===== src/rtl/core/usd_pkg.sv =====
// Package for the utilization scaling decision core: register map, request codes, helpers.
package usd_pkg;

    // Configuration port geometry
    localparam int unsigned APB_ADDR_W = 5;
    localparam int unsigned APB_DATA_W = 32;

    // Field widths
    localparam int unsigned UTIL_W   = 18;
    localparam int unsigned POLLS_W  = 16;
    localparam int unsigned CNT_W    = 8;
    localparam int unsigned STEP_W   = 4;
    localparam int unsigned MULT_W   = 8;
    localparam int unsigned PROD_W   = UTIL_W + MULT_W;   // spread * multiplier
    localparam int unsigned CMP_W    = PROD_W + 1;        // falling-trend compare width

    // Register indexes (byte address = 4 * index)
    typedef enum logic [2:0] {
        REG_HARD_UP_LEVEL    = 3'd0,
        REG_SOFT_UP_LEVEL    = 3'd1,
        REG_HARD_DOWN_LEVEL  = 3'd2,
        REG_SOFT_DOWN_LEVEL  = 3'd3,
        REG_COUNT_LIMIT      = 3'd4,
        REG_HARD_STEP        = 3'd5,
        REG_TREND_STEP       = 3'd6,
        REG_DOWN_SPREAD_MULT = 3'd7
    } t_reg_idx;

    // Reset values of the registers
    localparam logic [UTIL_W-1:0] RST_HARD_UP_LEVEL   = 18'd58982;
    localparam logic [UTIL_W-1:0] RST_SOFT_UP_LEVEL   = 18'd52429;
    localparam logic [UTIL_W-1:0] RST_HARD_DOWN_LEVEL = 18'd19661;
    localparam logic [UTIL_W-1:0] RST_SOFT_DOWN_LEVEL = 18'd32768;
    localparam logic [CNT_W-1:0]  RST_COUNT_LIMIT     = 8'd10;
    localparam logic [STEP_W-1:0] RST_HARD_STEP       = 4'd5;
    localparam logic [STEP_W-1:0] RST_TREND_STEP      = 4'd2;
    localparam logic [MULT_W-1:0] RST_DOWN_SPREAD_MULT = 8'd16;

    // Scale request codes
    typedef enum logic [1:0] {
        SCALE_NONE = 2'd0,
        SCALE_UP   = 2'd1,
        SCALE_DOWN = 2'd2
    } t_scale_req;

    // Counter add that saturates at the counter's full scale
    function automatic logic [CNT_W-1:0] sat_add(input logic [CNT_W-1:0] cnt,
                                                 input logic [STEP_W-1:0] inc);
        logic [CNT_W:0] sum;
        sum = {1'b0, cnt} + {{(CNT_W + 1 - STEP_W){1'b0}}, inc};
        if (sum[CNT_W]) begin
            return {CNT_W{1'b1}};
        end
        return sum[CNT_W-1:0];
    endfunction

endpackage


===== src/rtl/core/utilization_scaling_decision_core.sv =====
// Top level of the utilization scaling decision core: trend flags, hysteresis counters, requests.
//
//  channel  | direction | handshake                 | payload
//  ---------+-----------+---------------------------+------------------------------------------
//  in       | input     | i_in_valid / o_in_ready   | weighted_util, simple_util, util_spread,
//           |           |                           | empty_polls
//  out      | output    | o_out_valid / i_out_ready | scale_request, rising_trend,
//           |           |                           | falling_trend, go_minimum
//  apb      | input     | psel, penable, pwrite     | paddr, pwdata, prdata (pready tied high)
//
// One transaction per cycle sustained while the output is ready; an accepted input passes through
// the input register, then combinational compare/multiply/counter logic, into the result register,
// and the trend flags and counters update with the result register, so items chain without bubbles.
// A stalled output holds its result while the input register still takes one more transaction.
// Reset (synchronous, active low) clears flags, counters, valids and restores register defaults.
module utilization_scaling_decision_core #(
    parameter int unsigned EMPTY_LIMIT = 10
) (
    input  logic                                i_clk,
    input  logic                                i_rst_n,
    // input channel
    input  logic                                i_in_valid,
    output logic                                o_in_ready,
    input  logic [usd_pkg::UTIL_W-1:0]          i_weighted_util,
    input  logic [usd_pkg::UTIL_W-1:0]          i_simple_util,
    input  logic [usd_pkg::UTIL_W-1:0]          i_util_spread,
    input  logic [usd_pkg::POLLS_W-1:0]         i_empty_polls,
    // output channel
    output logic                                o_out_valid,
    input  logic                                i_out_ready,
    output logic [1:0]                          o_scale_request,
    output logic                                o_rising_trend,
    output logic                                o_falling_trend,
    output logic                                o_go_minimum,
    // configuration port
    input  logic                                psel,
    input  logic                                penable,
    input  logic                                pwrite,
    input  logic [usd_pkg::APB_ADDR_W-1:0]      paddr,
    input  logic [usd_pkg::APB_DATA_W-1:0]      pwdata,
    output logic [usd_pkg::APB_DATA_W-1:0]      prdata,
    output logic                                pready
);

    localparam int unsigned UW = usd_pkg::UTIL_W;
    localparam int unsigned CW = usd_pkg::CNT_W;
    localparam int unsigned PW = usd_pkg::POLLS_W;

    // Configuration registers
    logic [UW-1:0]                 r_hard_up_level;
    logic [UW-1:0]                 r_soft_up_level;
    logic [UW-1:0]                 r_hard_down_level;
    logic [UW-1:0]                 r_soft_down_level;
    logic [CW-1:0]                 r_count_limit;
    logic [usd_pkg::STEP_W-1:0]    r_hard_step;
    logic [usd_pkg::STEP_W-1:0]    r_trend_step;
    logic [usd_pkg::MULT_W-1:0]    r_down_spread_mult;

    // Input register
    logic                          r_in_valid;
    logic [UW-1:0]                 r_w;
    logic [UW-1:0]                 r_s;
    logic [UW-1:0]                 r_sp;
    logic [PW-1:0]                 r_polls;

    // Decision state
    logic [CW-1:0]                 r_up_cnt;
    logic [CW-1:0]                 r_down_cnt;
    logic                          r_up_flag;
    logic                          r_down_flag;

    // Result register
    logic                          r_out_valid;
    usd_pkg::t_scale_req           r_out_req;
    logic                          r_out_rise;
    logic                          r_out_fall;
    logic                          r_out_min;

    // Next values
    logic [CW-1:0]                 n_up_cnt;
    logic [CW-1:0]                 n_down_cnt;
    logic                          n_up_flag;
    logic                          n_down_flag;
    usd_pkg::t_scale_req           n_req;
    logic                          n_min;

    logic                          cfg_wr;
    logic                          advance;
    logic                          rise;
    logic                          fall;
    logic [UW:0]                   rise_rhs;
    logic [usd_pkg::PROD_W-1:0]    spread_prod;
    logic [usd_pkg::CMP_W-1:0]     fall_lhs;
    logic [usd_pkg::CMP_W-1:0]     fall_rhs;
    logic [CW-1:0]                 up_sum;
    logic [CW-1:0]                 down_sum;

    // Handshake: the input register refills whenever it is empty or its content moves on
    assign advance     = r_in_valid && (!r_out_valid || i_out_ready);
    assign o_in_ready  = !r_in_valid || advance;
    assign o_out_valid = r_out_valid;

    assign o_scale_request = r_out_req;
    assign o_rising_trend  = r_out_rise;
    assign o_falling_trend = r_out_fall;
    assign o_go_minimum    = r_out_min;

    // APB register file
    assign pready = 1'b1;
    assign cfg_wr = psel && penable && pwrite && pready;

    always_ff @(posedge i_clk) begin
        if (!i_rst_n) begin
            r_hard_up_level    <= usd_pkg::RST_HARD_UP_LEVEL;
            r_soft_up_level    <= usd_pkg::RST_SOFT_UP_LEVEL;
            r_hard_down_level  <= usd_pkg::RST_HARD_DOWN_LEVEL;
            r_soft_down_level  <= usd_pkg::RST_SOFT_DOWN_LEVEL;
            r_count_limit      <= usd_pkg::RST_COUNT_LIMIT;
            r_hard_step        <= usd_pkg::RST_HARD_STEP;
            r_trend_step       <= usd_pkg::RST_TREND_STEP;
            r_down_spread_mult <= usd_pkg::RST_DOWN_SPREAD_MULT;
        end else if (cfg_wr) begin
            case (usd_pkg::t_reg_idx'(paddr[usd_pkg::APB_ADDR_W-1:2]))
                usd_pkg::REG_HARD_UP_LEVEL:    r_hard_up_level    <= pwdata[UW-1:0];
                usd_pkg::REG_SOFT_UP_LEVEL:    r_soft_up_level    <= pwdata[UW-1:0];
                usd_pkg::REG_HARD_DOWN_LEVEL:  r_hard_down_level  <= pwdata[UW-1:0];
                usd_pkg::REG_SOFT_DOWN_LEVEL:  r_soft_down_level  <= pwdata[UW-1:0];
                usd_pkg::REG_COUNT_LIMIT:      r_count_limit      <= pwdata[CW-1:0];
                usd_pkg::REG_HARD_STEP:        r_hard_step        <= pwdata[usd_pkg::STEP_W-1:0];
                usd_pkg::REG_TREND_STEP:       r_trend_step       <= pwdata[usd_pkg::STEP_W-1:0];
                usd_pkg::REG_DOWN_SPREAD_MULT: r_down_spread_mult <= pwdata[usd_pkg::MULT_W-1:0];
                default: begin
                end
            endcase
        end
    end

    // Register readback
    always_comb begin
        prdata = '0;
        case (usd_pkg::t_reg_idx'(paddr[usd_pkg::APB_ADDR_W-1:2]))
            usd_pkg::REG_HARD_UP_LEVEL:    prdata[UW-1:0] = r_hard_up_level;
            usd_pkg::REG_SOFT_UP_LEVEL:    prdata[UW-1:0] = r_soft_up_level;
            usd_pkg::REG_HARD_DOWN_LEVEL:  prdata[UW-1:0] = r_hard_down_level;
            usd_pkg::REG_SOFT_DOWN_LEVEL:  prdata[UW-1:0] = r_soft_down_level;
            usd_pkg::REG_COUNT_LIMIT:      prdata[CW-1:0] = r_count_limit;
            usd_pkg::REG_HARD_STEP:        prdata[usd_pkg::STEP_W-1:0] = r_hard_step;
            usd_pkg::REG_TREND_STEP:       prdata[usd_pkg::STEP_W-1:0] = r_trend_step;
            usd_pkg::REG_DOWN_SPREAD_MULT: prdata[usd_pkg::MULT_W-1:0] = r_down_spread_mult;
            default:                       prdata = '0;
        endcase
    end

    // Input register
    always_ff @(posedge i_clk) begin
        if (!i_rst_n) begin
            r_in_valid <= 1'b0;
        end else if (o_in_ready) begin
            r_in_valid <= i_in_valid;
        end
    end

    always_ff @(posedge i_clk) begin
        if (o_in_ready && i_in_valid) begin
            r_w     <= i_weighted_util;
            r_s     <= i_simple_util;
            r_sp    <= i_util_spread;
            r_polls <= i_empty_polls;
        end
    end

    // Trend tests: rising w > s + sp; falling 16w + sp*mult < 16s (same as the signed form)
    always_comb begin
        rise_rhs    = {1'b0, r_s} + {1'b0, r_sp};
        rise        = {1'b0, r_w} > rise_rhs;
        spread_prod = usd_pkg::PROD_W'(r_sp) * usd_pkg::PROD_W'(r_down_spread_mult);
        fall_lhs    = {{(usd_pkg::CMP_W - UW - 4){1'b0}}, r_w, 4'b0000}
                      + {1'b0, spread_prod};
        fall_rhs    = {{(usd_pkg::CMP_W - UW - 4){1'b0}}, r_s, 4'b0000};
        fall        = fall_lhs < fall_rhs;

        // falling test is checked first and wins
        if (fall) begin
            n_up_flag   = 1'b0;
            n_down_flag = 1'b1;
        end else if (rise) begin
            n_up_flag   = 1'b1;
            n_down_flag = 1'b0;
        end else begin
            n_up_flag   = r_up_flag;
            n_down_flag = r_down_flag;
        end
    end

    // Hysteresis bands and requests
    always_comb begin
        n_up_cnt   = r_up_cnt;
        n_down_cnt = r_down_cnt;
        n_req      = usd_pkg::SCALE_NONE;
        up_sum     = '0;
        down_sum   = '0;
        if (r_w > r_hard_up_level) begin
            up_sum     = usd_pkg::sat_add(r_up_cnt, r_hard_step);
            n_down_cnt = '0;
            n_up_cnt   = up_sum;
            if (up_sum > r_count_limit) begin
                n_req    = usd_pkg::SCALE_UP;
                n_up_cnt = '0;
            end
        end else if (r_w > r_soft_up_level) begin
            up_sum     = usd_pkg::sat_add(r_up_cnt,
                             n_up_flag ? r_trend_step : usd_pkg::STEP_W'(1));
            n_down_cnt = '0;
            n_up_cnt   = up_sum;
            if (up_sum >= r_count_limit) begin
                n_req    = usd_pkg::SCALE_UP;
                n_up_cnt = '0;
            end
        end else if (r_w < r_hard_down_level) begin
            down_sum   = usd_pkg::sat_add(r_down_cnt, r_hard_step);
            n_up_cnt   = '0;
            n_down_cnt = down_sum;
            if (down_sum > r_count_limit) begin
                n_req      = usd_pkg::SCALE_DOWN;
                n_down_cnt = '0;
            end
        end else if (r_w < r_soft_down_level) begin
            down_sum   = usd_pkg::sat_add(r_down_cnt,
                             n_down_flag ? r_trend_step : usd_pkg::STEP_W'(1));
            n_up_cnt   = '0;
            n_down_cnt = down_sum;
            if (down_sum > r_count_limit) begin
                n_req      = usd_pkg::SCALE_DOWN;
                n_down_cnt = '0;
            end
        end
        n_min = r_polls > PW'(EMPTY_LIMIT);
    end

    // Decision state and result register
    always_ff @(posedge i_clk) begin
        if (!i_rst_n) begin
            r_up_cnt    <= '0;
            r_down_cnt  <= '0;
            r_up_flag   <= 1'b0;
            r_down_flag <= 1'b0;
            r_out_valid <= 1'b0;
        end else begin
            if (advance) begin
                r_up_cnt    <= n_up_cnt;
                r_down_cnt  <= n_down_cnt;
                r_up_flag   <= n_up_flag;
                r_down_flag <= n_down_flag;
                r_out_valid <= 1'b1;
            end else if (i_out_ready) begin
                r_out_valid <= 1'b0;
            end
        end
    end

    always_ff @(posedge i_clk) begin
        if (advance) begin
            r_out_req  <= n_req;
            r_out_rise <= n_up_flag;
            r_out_fall <= n_down_flag;
            r_out_min  <= n_min;
        end
    end

`ifndef NO_ASSERTIONS
    // trend flags are mutually exclusive
    a_flags_excl: assert property (@(posedge i_clk) disable iff (!i_rst_n)
        !(r_up_flag && r_down_flag))
        else $error("both trend flags set");

    // a fresh up request leaves both counters cleared
    a_up_clears: assert property (@(posedge i_clk) disable iff (!i_rst_n)
        advance && n_req == usd_pkg::SCALE_UP |=> r_up_cnt == '0 && r_down_cnt == '0)
        else $error("counters not cleared after scale-up request");

    // a fresh down request leaves both counters cleared
    a_down_clears: assert property (@(posedge i_clk) disable iff (!i_rst_n)
        advance && n_req == usd_pkg::SCALE_DOWN |=> r_up_cnt == '0 && r_down_cnt == '0)
        else $error("counters not cleared after scale-down request");

    // the reported flags match the state they came from
    a_flags_out: assert property (@(posedge i_clk) disable iff (!i_rst_n)
        advance |=> r_out_rise == r_up_flag && r_out_fall == r_down_flag)
        else $error("result flags differ from trend state");

    // an empty output never blocks the input side
    a_no_block: assert property (@(posedge i_clk) disable iff (!i_rst_n)
        !r_out_valid |-> o_in_ready)
        else $error("input stalled with empty result register");
`endif

endmodule

===== config.mk =====
export PLATFORM = sky130hd
export DESIGN_NAME = utilization_scaling_decision_core
export DESIGN_NICKNAME = d
export VERILOG_FILES = /design/src/rtl/core/usd_pkg.sv /design/src/rtl/core/utilization_scaling_decision_core.sv
export SDC_FILE = /design/constraint.sdc
export NUM_CORES = 1
export LEC_CHECK = 0
export BUFFER_PORTS_ARGS = -buffer_cell sky130_fd_sc_hd__buf_2
export CAP_MARGIN = 20
export CELL_PAD_IN_SITES_DETAIL_PLACEMENT = 0
export CELL_PAD_IN_SITES_GLOBAL_PLACEMENT = 1
export CORE_MARGIN = 4
export CORE_UTILIZATION = 50
export DETAILED_ROUTE_END_ITERATION = 8
export GPL_TIMING_DRIVEN = 0
export PLACE_DENSITY_LB_ADDON = 0.1
export SYNTH_ARGS = -nofsm -noshare
export SYNTH_HDL_FRONTEND = slang
export SYNTH_SLANG_ARGS = --single-unit
export TNS_END_PERCENT = 5

===== constraint.sdc =====
create_clock -name i_clk -period 16 [get_ports i_clk]
set_clock_uncertainty 0.1 [all_clocks]
set_input_delay 0.8 -clock i_clk [delete_from_list [all_inputs] [get_ports i_clk]]
set_output_delay 0.8 -clock i_clk [all_outputs]
set_load 0.03 [all_outputs]

Word level (Yosys, flattened, before mapping)
Cells that the tools add are included.
Widths: inputs -> output; s select.
{"block": "word_totals", "register_bits": 191, "in_bits": 114, "output_inout_bits": 40}
{"block": "classes", "add_sub_neg": 6, "multipliers": 1, "n_lt_le_gt_ge": 11, "eq_ne": 7, "muxes": 63, "reduce_logical": 20}
{"op": "$mux 8", "count": 30}
{"op": "$pmux 10 s4", "count": 1}
{"op": "$add 8x4->9", "count": 4}
{"op": "$gt 18x18->1", "count": 2}
{"op": "$lt 18x18->1", "count": 2}
{"op": "$pmux 4 s8", "count": 1}
{"op": "$add 22x26->27", "count": 1}
{"op": "$lt 27x22->1", "count": 1}
{"op": "$mul 18x8->26", "count": 1}
{"op": "$gt 8x8->1", "count": 3}
{"op": "$pmux 4 s6", "count": 1}
{"op": "$mux 1", "count": 22}
{"op": "$add 18x18->19", "count": 1}
{"op": "$gt 18x19->1", "count": 1}
{"op": "$reduce_and 2->1", "count": 9}
{"op": "$gt 16x4->1 const B", "count": 1}
{"op": "$eq 3x3->1 const B", "count": 4}
{"op": "$mux 2", "count": 6}
{"op": "$ge 8x8->1", "count": 1}
{"op": "$mux 4", "count": 2}
{"op": "$eq 3x2->1 const B", "count": 2}
{"op": "$logic_and 1x1->1", "count": 4}
{"op": "$reduce_bool 4->1", "count": 1}
{"op": "$eq 3x1->1 const B", "count": 1}
{"op": "other kinds (4)", "count": 6}

Logic depth before layout (Yosys ltp)
Gate-level depths: netlist of the first run.
{"block": "depth", "word_depth": 22, "mapped_depth": 47, "ltp_nobuf": 44}

Least setup slack after synthesis of the first run
Ideal clock, no wire load.
{"block": "synth_path", "kind": "register to register", "startpoint": "reg r_down_spread_mult[5] (netlist bit)", "endpoint": "reg r_up_cnt[2]", "arrival_ns": 8.792, "required_time_ns": 15.842, "path_slack_ns": 7.050, "path_stages_with_launch": 46, "synth_period_minus_slack_ns": 8.950, "cell_sequence": "dfxtp_1 > clkbuf_1 > clkbuf_1 > nand2_1 > fa_1 > fa_1 > inv_1 > fa_1 > inv_1 > fa_1 > inv_1 > ha_1 > o21a_1 > a211o_1 > and2_2 > o21a_1 > o21ai_0 > nand2b_1 > (+10 left out) > a211o_1 > ha_1 > inv_1 > fa_1 > inv_1 > a21o_1 > a21oi_1 > nand2b_1 > nor2b_1 > ha_1 > nand2b_1 > a31oi_1 > o21ai_0 > o41a_1 > nor4_2 > nand2_1 > a211oi_1 > a31o_2"}
{"block": "synth_between", "elab_chain_cells": 16}
{"element": "start, declared", "line": "utilization_scaling_decision_core.sv:57", "source": "logic [usd_pkg::MULT_W-1:0] r_down_spread_mult;"}
{"element": "start signal, assigned", "line": "utilization_scaling_decision_core.sv:121", "source": "r_down_spread_mult <= usd_pkg::RST_DOWN_SPREAD_MULT;"}
{"element": "start signal, assigned", "line": "utilization_scaling_decision_core.sv:131", "source": "usd_pkg::REG_DOWN_SPREAD_MULT: r_down_spread_mult <= pwdata[usd_pkg::MULT_W-1:0];"}
{"element": "$mul 18x8->26 *", "line": "utilization_scaling_decision_core.sv:176", "source": "spread_prod = usd_pkg::PROD_W'(r_sp) * usd_pkg::PROD_W'(r_down_spread_mult);"}
{"element": "$add 22x26->27 *", "line": "utilization_scaling_decision_core.sv:178", "source": "+ {1'b0, spread_prod};"}
{"element": "$lt 27x22->1 *", "line": "utilization_scaling_decision_core.sv:180", "source": "fall = fall_lhs < fall_rhs;"}
{"element": "$mux 1 *", "line": "utilization_scaling_decision_core.sv:183", "source": "if (fall) begin"}
{"element": "$mux 4 *", "line": "utilization_scaling_decision_core.sv:212", "source": "n_up_flag ? r_trend_step : usd_pkg::STEP_W'(1));"}
{"element": "$add 8x4->9 *", "line": "usd_pkg.sv:50", "source": "sum = {1'b0, cnt} + {{(CNT_W + 1 - STEP_W){1'b0}}, inc};"}
{"element": "$mux 1", "line": "usd_pkg.sv:51", "source": "if (sum[CNT_W]) begin"}
{"element": "$mux 1", "line": "utilization_scaling_decision_core.sv:210", "source": "end else if (r_w > r_soft_up_level) begin"}
{"element": "$mux 1", "line": "utilization_scaling_decision_core.sv:202", "source": "if (r_w > r_hard_up_level) begin"}
{"element": "$mux 8 *", "line": "usd_pkg.sv:54", "source": "return sum[CNT_W-1:0];"}
{"element": "$mux 8 *", "line": "utilization_scaling_decision_core.sv:210"}
{"element": "$mux 8 *", "line": "utilization_scaling_decision_core.sv:202"}
{"element": "$ge 8x8->1", "line": "utilization_scaling_decision_core.sv:215", "source": "if (up_sum >= r_count_limit) begin"}
{"element": "$mux 8 *", "line": "utilization_scaling_decision_core.sv:215"}
{"element": "$mux 8 *", "line": "utilization_scaling_decision_core.sv:210"}
{"element": "$mux 8 *", "line": "utilization_scaling_decision_core.sv:202"}
{"element": "end signal, assigned", "line": "utilization_scaling_decision_core.sv:250", "source": "r_up_cnt <= n_up_cnt;"}
{"element": "end, declared", "line": "utilization_scaling_decision_core.sv:67", "source": "logic [CW-1:0] r_up_cnt;"}
Every way passes the cells marked *; elsewhere a longest branch is shown, timed or not. The select of a mux whose other input is x is not followed.
A chain may end at the register's enable or synchronous reset.

Worst setup path after layout of the first run
{"block": "layout_path", "startpoint": "reg r_down_spread_mult[5] (netlist bit)", "endpoint": "reg r_up_cnt[6]"}
The elaborated chain is that of the path after synthesis.

==> out/results.ini, run 1 <==
[cts]
htree_levels = 4
cts_root_buffer = clkbuf_16
holdBufCountCts = 0
insertion_delay_ns = 0.48
cts_made_buffers = 17
cts_resized = 0
post_cts_buffers = 0
cts_tree = built
cts.sinks = 191
clk_path_buf_depth = 2
clk_pin_slew_ns = 0.08

[timing]
tightest_slew_ns = 1.01
max-slew-margin-rel_pct = 32.1
whs_ns = 0.361
setup_violations = 0
fin_crit_ns = 11.42
grt_setup_unrepaired = no
tns_ns = 0
slew_violations = 0
period_share_pct = 71.4
max_freq_mhz = 87.6
finalHoldViolations = 0

[floorplanning]
die_x_um = 197
start_util_pct = 51.1
fp.dieH_um = 197
core_area_um2 = 34800
dieArea_um2 = 38600
ios = 154
rows = 68

[min_path]
hold_path.class = reg -> reg

[synth]
synth_area_leaders = ha_1 (15%), fa_1 (13%), dfxtp_1 (13%)
yosysMostFrequentCell = inv_1
synthDistinctLibCells = 83
ys.flop_type = dfxtp_1
syn_inst = 1988
yosys_warnings = 0
synth_top_area_share_pct = 15.4
synth_seq_cells = 191
avgSynthCellArea_um2 = 8.94
yosys-top-cells-count = inv_1 (278), nand2_1 (235), ha_1 (219)
synth-seq-area-share_pct = 25.7
synth_top_area_cell = ha_1
synth-async-reset-ratio_pct = 0
synth_edf_count = 75
syn_area_um2 = 17800

[final_layout]
area_delta_synth_final_pct = 10.5
nFillCells = 3240
nets = 2589
drive_gt1_share_pct = 10.5
stdcell_count = 2607
utilization_pct = 56.5

[grt]
grt_pass1_wl_um = 82300
grt_max_degree = 44
antenna_found_initial = 5
grt.overflow.total = 0
grt_pass1_vias = 14800
grt.total_usage_pct = 27.4

[setup_path]
cp_top_family = compound AO/OA/AOI/OAI gates
required_ns = 16.32
crit_fanout = 10
worstSetupPathType = reg -> reg
start_kind = flop
cp_slowest_cell = nor4_2
arrival_ns = 11.74
crit_buf_inv = 8
slowest_delay_ns = 0.60
end_kind = flop

[route]
vias_per_cell = 5.69
wl_per_cell_um = 20.0
wl_um = 52200
drtIter0Drc = 1041
ant_nets = 0
drcViolationCount = 0
routed-via-count = 14800
first_pass_iters = 5

[pwr]
p_total_mw = 1.42
p_per_area_nw_per_um2 = 72.5
p_leak_nw = 9.15
vdd_ir_drop_max_uv = 114

[placement]
dp.cells = 2573
port_buffers = 115
hpwl_um = 41500
gp_congestion = 0.949

[outcome]
status = finished, final reports clean

[flow_run]
cap_violations = 0

path summary, 6_finish.rpt:
| check | start | endpoint | slack, ns | depth (start not counted) |
|---|---|---|---|---|
| max | r_down_spread_mult[5] | r_up_cnt[6] | 4.58 | 44 |
| min | r_hard_down_level[5] | r_hard_down_level[5] | 0.36 | 2 |
| max reg2reg | r_down_spread_mult[5] | r_up_cnt[6] | 4.58 | 44 |
| min reg2reg | r_hard_down_level[5] | r_hard_down_level[5] | 0.36 | 2 |
kinds of logic after synthesis:
family                   count (synthesis)  share of synthesized area [%]
flip-flops                             191                           25.7
multiplexers                            42                           3.33
AO/OA/AOI/OAI                          417                           15.6
AND/OR/NAND/NOR                        592                           16.2
adder cells (fa/ha/maj)                338                           28.8
other                                    2                         0.0422
XOR/XNOR                                42                           2.07
buffers and inverters                  364                           8.23
per-stage QoR:
| stage | instance area (µm²) | setup WS (ns) |
|---|---|---|
| 5_1_grt | 19600 | 3.66 |
| 4_1_cts | 19600 | 4.77 |
| 6_report | 19600 | 4.58 |
| 3_5_place_dp | 19000 | 4.82 |
| 3_3_place_gp | 19000 | 4.82 |
| 2_1_floorplan | 17800 | 7.05 |
layer usage:
metal	wire [µm]	global-route usage (%)	vias up
met3	3900	5.83	101
met4	1890	10.4	4
met1	23200	37.6	7145
li1	-	-	7058
met2	23100	43.0	519
met5	28	0	-
worst min-delay path, cell delays in order (launching register included):
cell and delay [ns]:
dfxtp_1 0.32, nand2_1 0.05, a21oi_1 0.05
power by group:
part	internal, mW	switching (mW)	leakage [nW]
combinational	0.168	0.245	7.18
clock	0.228	0.236	0.301
sequential	0.523	0.0238	1.67
total	0.920	0.505	9.15
area by class of cell:
type	count	area, µm²	share of cell area [%]
timing repair buffer	117	603	3.07
sequential	191	4570	23.3
clock inverter	15	204	1.04
antenna	2	5.00	0.0255
buffer	85	415	2.11
multi-input combinational	1446	11800	60.1
tap	455	569	2.90
clock buffer	17	425	2.17
inverter	279	1050	5.33
sequential cells by signal, indices dropped and copies added (netlist names), 2 cells and up:
register / flops
r_hard_down_level: 18
r_s: 18
r_polls: 16
r_down_spread_mult: 8
o_scale_request: 2
r_hard_step: 4
r_sp: 18
r_up_cnt: 8
r_w: 18
r_soft_up_level: 18
r_count_limit: 8
r_down_cnt: 8
r_trend_step: 4
r_hard_up_level: 18
r_soft_down_level: 18
placed cells by master, fill, tap and decap left out, types with 19 or more instances in the layout:
cell	Yosys	routed
a31oi_1	20	20
o211ai_1	36	36
xor2_1	28	28
inv_1	278	278
and2_1	117	116
a211oi_1	20	20
o21ai_0	53	53
a21oi_1	130	130
clkbuf_1	59	59
mux2i_1	22	22
edfxtp_1	75	75
nand4_1	19	19
fa_1	119	119
a21o_1	40	40
nand2_1	235	235
buf_2	5	120
dfxtp_1	116	116
nor2_1	84	84
nand3_1	42	42
ha_1	219	219
No activity file was read; power rests on OpenSTA's default activity.
==> run 2, diff against run 1 <==
CORE_UTILIZATION = 43   (was 50)
clock period = 10.5 ns   (was 16 ns; I/O delays follow)
==> out/results.ini, run 2 (synthesis results as in run 1) <==
[grt]
grt_use_met2_pct = 39.8  ; -3.2 points
grt_pass1_wl_um = 85200  ; +3.5%
grt_pass1_vias = 14700  ; -0.95%
met1_usage_pct = 34.7  ; -2.9 points
grt-busiest-layer = met2
grt.total_usage_pct = 25.1  ; -2.3 points
grt.overflow.total = 0  ; unchanged
antenna_found_initial = 2  ; -3
grt_use_met3_pct = 4.43  ; -1.4 points
grt_max_degree = 45  ; +2.3%

[cts]
cts_made_buffers = 17  ; unchanged
cts_tree = built
clk_pin_slew_ns = 0.09  ; about the same
htree_levels = 4  ; unchanged
holdBufCountCts = 0  ; unchanged
insertion_delay_ns = 0.51  ; +0.03 ns
cts_root_buffer = clkbuf_16
clk_path_buf_depth = 2  ; unchanged
cts.sinks = 191  ; unchanged

[timing]
setup_ws_ns = 0.422  ; -4.16 ns
finalHoldViolations = 0  ; unchanged
max-slew-margin-rel_pct = 26.1  ; -6.0 points
tns_ns = 0  ; unchanged
whs_ns = 0.0866  ; -0.275 ns
tightest_slew_ns = 1.09  ; +0.0884 ns
setup_violations = 0  ; unchanged
period_share_pct = 96.0  ; +25 points
max_freq_mhz = 99.2  ; +13%
slew_violations = 0  ; unchanged
fin_crit_ns = 10.08  ; -1.34 ns

[route]
wl_per_cell_um = 20.5  ; +2.3%
vias_per_cell = 5.46  ; -4.0%
wl_um = 55000  ; +5.4%
first_pass_iters = 5  ; unchanged
drtIter0Drc = 1014  ; -2.6%
ant_nets = 0  ; unchanged
routed-via-count = 14700  ; -1.0%
drcViolationCount = 0  ; unchanged

[floorplanning]
fp.dieH_um = 211  ; +7.5%
dieArea_um2 = 44700  ; +16%
rows = 74  ; +8.8%
ios = 154  ; unchanged
core_area_um2 = 40800  ; +17%
start_util_pct = 43.5  ; -7.6 points
die_x_um = 211  ; +7.5%

[setup_path]
crit_fanout = 9  ; -1
required_ns = 10.85  ; -5.47 ns
worstSetupPathType = reg -> reg
cp_common_cell = fa_1
cp_top_family = adder cells
slowest_delay_ns = 0.56  ; -0.04 ns
end_kind = flop
cp_slowest_cell = edfxtp_1
crit_buf_inv = 6  ; -2
arrival_ns = 10.42  ; -1.32 ns
start_kind = flop

[min_path]
hold_path.class = in -> reg

[pwr]
vdd_ir_drop_max_uv = 137  ; +20%
switching_share_pct = 36.4  ; +0.99 points
p_per_area_nw_per_um2 = 110  ; +51%
p_leak_nw = 9.24  ; +1.0%
internal_power_mw = 1.39  ; +51%
clock_power_share_pct = 31.9  ; -0.7 points
seqPwrFrac_pct = 38.1  ; -0.3 points
p_switching_uw = 795  ; +57%
share_comb_of_total_power_pct = 29.9  ; +0.9 points

[placement]
port_buffers = 115  ; unchanged
pre_cts_ws_ns = -0.935  ; -5.76 ns
hpwl_um = 43500  ; +4.9%
gp_congestion = 0.928  ; -2.2%

[outcome]
status = finished, final reports clean

[final_layout]
utilization_pct = 48.7  ; -7.7 points
nets = 2593  ; +0.15%
drive_gt1_share_pct = 12.1  ; +1.6 points
area_delta_synth_final_pct = 11.9
final_cell_mix = inv_1 (278), nand2_1 (235), ha_1 (219), a21oi_1 (129), buf_2 (123)
final_common_cell = inv_1

[flow_run]
cap_violations = 0  ; unchanged

-- run 2: cell types whose count changed in the layout (fill, tap and decap cells not counted), sizes merged --
cell,change
clkinvlp,-1
bufinv,-1
clkbuf,-7
clkinv,+2
buf,+11
diode,-1
-- run 2: cell type report --
cell class,count,area [µm²]
fillers,3991,20900
multi-input cells,1446,11900
flip-flops and latches,191,4580
inverters,279,1050
repair buffers,125,678
well taps,532,666
plain buffers,81,437
clock buffers,17,425
clock inverters,15,189
diodes,1,2.50
-- run 2: stage by stage --
stage | power (mW) | instances | cell area [µm²]
5_1_grt | 2.31 | 2686 | 19900
3_3_place_gp | 1.47 | 2648 | 19100
3_5_place_dp | 1.49 | 2650 | 19100
4_1_cts | 2.19 | 2680 | 19800
2_1_floorplan | 1.29 | 2001 | 17800
6_report | 2.18 | 2687 | 19900
-- run 2: worst reg2reg max path, delay by kind of cell (launching register included) --
kind	cells	cell delay [ns]
AOI/OAI and AO/OA	13	3.15
adders and majority gates	9	3.27
DFF	1	0.56
xor gates and xnor gates	1	0.16
and+or+nand+nor	13	2.21
buffers and inverters	6	0.56
-- run 2: final timing paths --
check,start,to,slack [ns],cells past startpoint
min reg2reg,r_hard_down_level[5],r_hard_down_level[5],0.36,2
max,r_sp[1],r_up_cnt[2],0.42,42
max reg2reg,r_sp[1],r_up_cnt[2],0.42,42
min,i_simple_util[13],r_s[13],0.09,1
-- run 2: power by group through the flow --
stage               sequential (mW)  clock [mW]  combinational (mW)
floorplan                     0.834           0               0.459
global placement              0.853           0               0.622
detailed placement            0.851           0               0.635
CTS                           0.835       0.717               0.643
global route                  0.836       0.741               0.737
finish                        0.832       0.697               0.653
-- run 2: per-layer routing --
metal	up-vias	share of wire, %
met2	416	45
met4	4	3.0
met3	95	5.9
met5	-	0.062
li1	7072	-
met1	7091	46
-- run 2: what timing repair did --
item,4_1_cts,5_1_grt
pin swaps,1,3
setup endpoints to repair,17,18
setup buffers,2,6
resized for setup,15,40
